## src/sv/bicp_pkg.sv

```systemverilog
// Shared constants and helpers for the inner Bezier control point unit.
`default_nettype none

package bicp_pkg;

  // Bound on the reduced normal and direction components, as a bit count.
  localparam logic [6:0] NORM_BITS = 7'd19;
  // Bound on the reduced projected direction components, as a bit count.
  localparam logic [6:0] DIR_BITS  = 7'd28;
  // Handle sits at one third of the end-to-end distance.
  localparam logic [1:0] THIRD_DIV = 2'd3;

  // Least right shift that brings v below 2**lim.
  function automatic logic [5:0] fit_shift(input logic [63:0] v, input logic [6:0] lim);
    logic [6:0] bl;
    bl = '0;
    for (int i = 0; i < 64; i++) begin
      if (v[i]) begin
        bl = 7'(i + 1);
      end
    end
    return (bl > lim) ? 6'(bl - lim) : 6'd0;
  endfunction

endpackage

`default_nettype wire

```

## src/sv/bicp_isqrt.sv

```systemverilog
// Pipelined integer square root, one result bit per stage, with a sideband word.
`default_nettype none

module bicp_isqrt
  import bicp_pkg::*;
#(
  parameter int IW = 64,
  parameter int SW = 1
) (
  input  logic              clk_i,
  input  logic              rst_ni,
  input  logic              en_i,
  input  logic              valid_i,
  input  logic [IW-1:0]     rad_i,
  input  logic [SW-1:0]     sb_i,
  output logic              valid_o,
  output logic [IW/2-1:0]   root_o,
  output logic [SW-1:0]     sb_o
);

  localparam int RW = IW / 2;

  logic          v_q  [RW];
  logic [IW-1:0] x_q  [RW];
  logic [IW:0]   r_q  [RW];
  logic [SW-1:0] sb_q [RW];

  for (genvar k = 0; k < RW; k++) begin : g_step
    localparam logic [IW:0] BIT = (IW + 1)'(1) << (2 * (RW - 1 - k));

    logic          v_in;
    logic [IW-1:0] x_in;
    logic [IW:0]   r_in;
    logic [SW-1:0] sb_in;
    logic [IW:0]   trial;
    logic [IW-1:0] x_d;
    logic [IW:0]   r_d;

    if (k == 0) begin : g_first
      assign v_in  = valid_i;
      assign x_in  = rad_i;
      assign r_in  = '0;
      assign sb_in = sb_i;
    end else begin : g_next
      assign v_in  = v_q[k-1];
      assign x_in  = x_q[k-1];
      assign r_in  = r_q[k-1];
      assign sb_in = sb_q[k-1];
    end

    always_comb begin
      trial = r_in + BIT;
      if ({1'b0, x_in} >= trial) begin
        x_d = x_in - trial[IW-1:0];
        r_d = (r_in >> 1) + BIT;
      end else begin
        x_d = x_in;
        r_d = r_in >> 1;
      end
    end

    always_ff @(posedge clk_i or negedge rst_ni) begin
      if (!rst_ni) begin
        v_q[k] <= 1'b0;
      end else if (en_i) begin
        v_q[k] <= v_in;
      end
    end

    always_ff @(posedge clk_i) begin
      if (en_i) begin
        x_q[k]  <= x_d;
        r_q[k]  <= r_d;
        sb_q[k] <= sb_in;
      end
    end
  end

  assign valid_o = v_q[RW-1];
  assign root_o  = r_q[RW-1][RW-1:0];
  assign sb_o    = sb_q[RW-1];

endmodule

`default_nettype wire

```

## config.mk

```make
export PLATFORM = sky130hd
export DESIGN_NAME = bicp_isqrt
export DESIGN_NICKNAME = d
export VERILOG_FILES = /design/src/sv/bicp_pkg.sv /design/src/sv/bicp_isqrt.sv
export SDC_FILE = /design/constraint.sdc
export NUM_CORES = 2
export LEC_CHECK = 0
export ABC_AREA = 0
export ABC_CLOCK_PERIOD_IN_PS = 3400
export BUFFER_PORTS_ARGS = -buffer_cell sky130_fd_sc_hd__buf_2
export CORE_ASPECT_RATIO = 0.9
export CORE_UTILIZATION = 58
export DETAILED_ROUTE_END_ITERATION = 8
export PLACE_DENSITY = 0.75
export SLEW_MARGIN = 5
export SYNTH_ARGS = -nofsm -noshare
export SYNTH_HDL_FRONTEND = slang
export SYNTH_MEMORY_MAX_BITS = 65536
export SYNTH_SLANG_ARGS = --single-unit
```

## constraint.sdc

```tcl
create_clock -name clk_i -period 3.4 [get_ports clk_i]
set_input_delay 0.85 -clock clk_i [delete_from_list [all_inputs] [get_ports clk_i]]
set_output_delay 0.85 -clock clk_i [all_outputs]
set_load 0.005 [all_outputs]
```

==> key figures <==
Layout
  – Nets: 11500
  – Syn-to-layout area delta: 18.0%
  – Cell area after layout: between 100000 and 150000 µm²
  – Post-route insts no fill: roughly 14000
  – Final core occ: 0.693
  – Share of layout cells above drive strength 1: 0.180

Placement
  – RD Place Congestion: 0.985
  – Number of port buffers: 102
  – HPWL after DPL: 238000 µm
  – DP Cell Count: 13300
  – Worst slack, placed: -0.432 ns
  – Post-DP Area: 133000 µm²

Yosys
  – Post-synthesis cell area: roughly 120000 µm²
  – Post-synthesis register bit count: 2576
  – Post-Synthesis Cells: just under 10000
  – Post-synth cell types: 100
  – Yosys warnings: 0
  – Most instantiated cells after synthesis: edfxtp_1 (2544), inv_1 (684), nor2_1 (633), a21oi_1 (623), nand2_1 (600)
  – Post-Syn Nets: 10400
  – Syn avg cell area: 12.6 µm²
  – FFs w/ async S/R, synth: 0.0124
  – Sequential area share after synthesis: 0.628
  – Count leader, synth: edfxtp_1
  – Main synth FF type: edfxtp_1
  – Area contributors post-synth: edfxtp_1 (62%), ha_1 (5.7%), xnor2_1 (3.5%), xor2_1 (2.7%), a21oi_1 (2.5%)
  – EDFF count, synth: 2544
  – Synth top area share: 0.621
  – Cell type with the largest total area after synthesis: edfxtp_1

STA
  – Unrepaired setup endpoints after global routing: true
  – Final period util: 1.01
  – Final Skew: roughly 0.11 ns
  – Setup violators final: 1
  – Final hold vios: 0
  – Max-slew violations: 0
  – Final WS setup: -0.0243 ns
  – Max Clk Rate: 292 MHz
  – Rel. slew slack: 0.295
  – Fin crit period: about 3.4 ns
  – Tightest Pin Transition: ~1.1 ns

Floorplan
  – Die area: 214000 µm²
  – Die width: approximately 490 µm
  – Die height: 439 µm
  – Row count: approximately 160
  – Num ports: 103
  – Initial core utilization: 0.587
  – Placeable Area: 210000 µm²

Run status
  – Status: finished, violations left
  – Failing checks: setup timing

Power
  – PwrDens: ~670 nW/µm²
  – Switching part of the total: 0.302
  – Clock power frac: 0.298
  – Psw: about 30 mW
  – Worst IR drop on VDD: 0.000750 V
  – Internal power: a little under 70 mW
  – Leakage: around 56 nW
  – Sequential fraction of design power: 0.454
  – Logic pwr share: 0.248

Global routing
  – Met3 Use GR: 0.0472
  – Gr busiest metal: met2
  – Largest net degree at the start of global routing: approximately 130
  – Vias in the first global route: roughly 81000
  – Initial antenna violation count: 7
  – Met1 global-route usage: 0.422
  – First-pass GRT wire length: slightly below 500000 µm
  – GR Layer Usage met2: 0.464
  – Grt ovf: 0
  – GRT Resource Usage Total: 0.296

Worst setup path
  – Setup Crit Path Kind: flip-flop to flip-flop
  – CP arrival: ~4.1 ns
  – Worst r2r dst: x_q[7][179]
  – Crit end category: flip-flop
  – R2R setup slack: -0.02 ns
  – R2R cell count: 11
  – CP Data Required Time: around 4.0 ns
  – Crit path max fanout: 4
  – Reg-to-Reg Start: x_q[7][69]
  – Kind of start point of the critical path: flip-flop

Drt
  – Via/cell ratio: between 6 and 7
  – Number of DRC markers in iteration 0: between 10000 and 15000
  – Final WL: approximately 320000 µm
  – Routed length per instance: approximately 23 µm
  – Vias after detailed routing: 84700
  – Final ANT Viol Nets: 0
  – Detailed-route DRC error count: 0
  – 1st-pass router iterations: 9

Clock network
  – Worst skew pair latency: slightly below 1 ns
  – CTS tree: built
  – Clk buf depth: 4
  – Root Buffer: clkbuf_16
  – H-Tree Depth: 5
  – Num CTS Buffers: about 270
  – Clk slew on worst S/H paths: around 0.070 ns
  – CTS sink cnt: roughly 2600

Run
  – Max-Cap Viols: 0

Min path
  – Hold crit path type: primary input to flip-flop
  – Hold endpoint: x_q[0][1]
  – Hold_sp: rad_i[1]
  – Hold path cells: 1
[stage by stage]
step / hold WS [ns] / power, mW / setup TNS [ns]
global placement: 0.405 / 66.1 / -11.47
CTS: 0.00570 / 95.8 / -0.00651
detailed placement: 0.405 / 66.6 / -15.52
finish: 0.0669 / 96.9 / -0.0243
global route: 0.0235 / 101 / -2.90
floorplan: 0.400 / 57.0 / 0
[layout make-up]
type / count / area (µm²)
antenna: 1 / 2.50
clock buffer: 315 / 7060
clock inverter: 146 / 1420
fill: 14400 / 64500
inverter: 691 / 2600
multi-input combinational: 6264 / 44600
sequential: 2576 / 77200
tap: 2817 / 3520
timing repair buffer: 1088 / 8760
[worst max-delay path, stage by stage (launching register included)]
cell and delay, ns:
edfxtp_1 0.41, ha_1 0.31, buf_4 0.13, o21a_1 0.13
o22ai_2 0.09, a221o_1 0.34, o211ai_1 0.42, nand4_1 0.21
and2_4 0.20, or4_4 0.48, or3_4 0.34, xnor2_1 0.14
[placed cells by master (no fill, tap or decap), types with 43 or more instances in the layout]
cell type  Yosys  final
o21ai_0      451    410
xor2_1       385    384
clkbuf_16      0    280
xnor2_1      489    484
nor4_1       343    298
buf_2         20    104
edfxtp_1    2544   2544
a21o_1       247    247
clkinv_1       0     43
buf_4          5    908
nand2_1      600    596
mux2_2       121    121
ha_1         558    511
nor2_1       633    624
nand4_1      185    185
or4_1         63     51
nor2b_1       65     62
buf_12         0     52
nand3_1      156    150
o21a_1        91     89
nor3_1       265    242
nand2b_1     110    110
o21bai_1      49     48
a31oi_1       54     51
or3_1        112     98
inv_1        684    676
and3_1        50     46
a21oi_1      623    607
[metal layers]
layer,wire length [µm],vias up
li1,-,38900
met1,138000,41200
met2,147000,3966
met3,27300,665
met4,11800,0
met5,0,-
[power groups by stage]
stage                     Combinational (mW)  Clock [mW]  Sequential, mW
after floorplan                         14.4           0            42.6
after global placement                  21.8           0            44.3
after detailed placement                22.3           0            44.4
after CTS                               22.7        29.2            43.8
after global routing                    26.0        30.4            44.3
final                                   24.0        28.8            44.0
[worst max-delay path by stage]
stage	from	endpoint	slack (ns)	cells after the start
after floorplan	x_q[3][180]	x_q[3][228]	0.05	9
after global placement	x_q[6][138]	x_q[6][252]	-0.51	11
after detailed placement	x_q[6][138]	x_q[6][252]	-0.43	11
after CTS	x_q[5][208]	x_q[6][51]	-0.007	12
after global routing	x_q[6][163]	x_q[6][246]	-0.12	12
final	x_q[7][69]	x_q[7][179]	-0.02	11
[cell families after synthesis]
kind of cell | Yosys count | share of synthesized area
AO/OA/AOI/OAI | 1845 | 0.0927
multiplexers | 138 | 0.0125
XOR/XNOR | 874 | 0.0622
adder cells (fa/ha/maj) | 558 | 0.0568
buffers and inverters | 896 | 0.0278
AND/OR/NAND/NOR | 2849 | 0.121
flip-flops | 2576 | 0.628
[registers in the layout, summed over array words and instances (netlist names)]
signal,count
r_q,528
valid_o,1
sb_q,32
x_q,1984
g_step.v_in,31
[timing repair]
action                                 4_1_cts  5_1_grt
setup endpoints to repair                  264      525
resized for setup                          106      341
endpoints found under the hold margin       27        0
hold buffers                                 1        0
buffers inserted                            23       87
gates cloned                                 3        8
pin swaps                                   27       89
(Power assumes the default switching activity.)
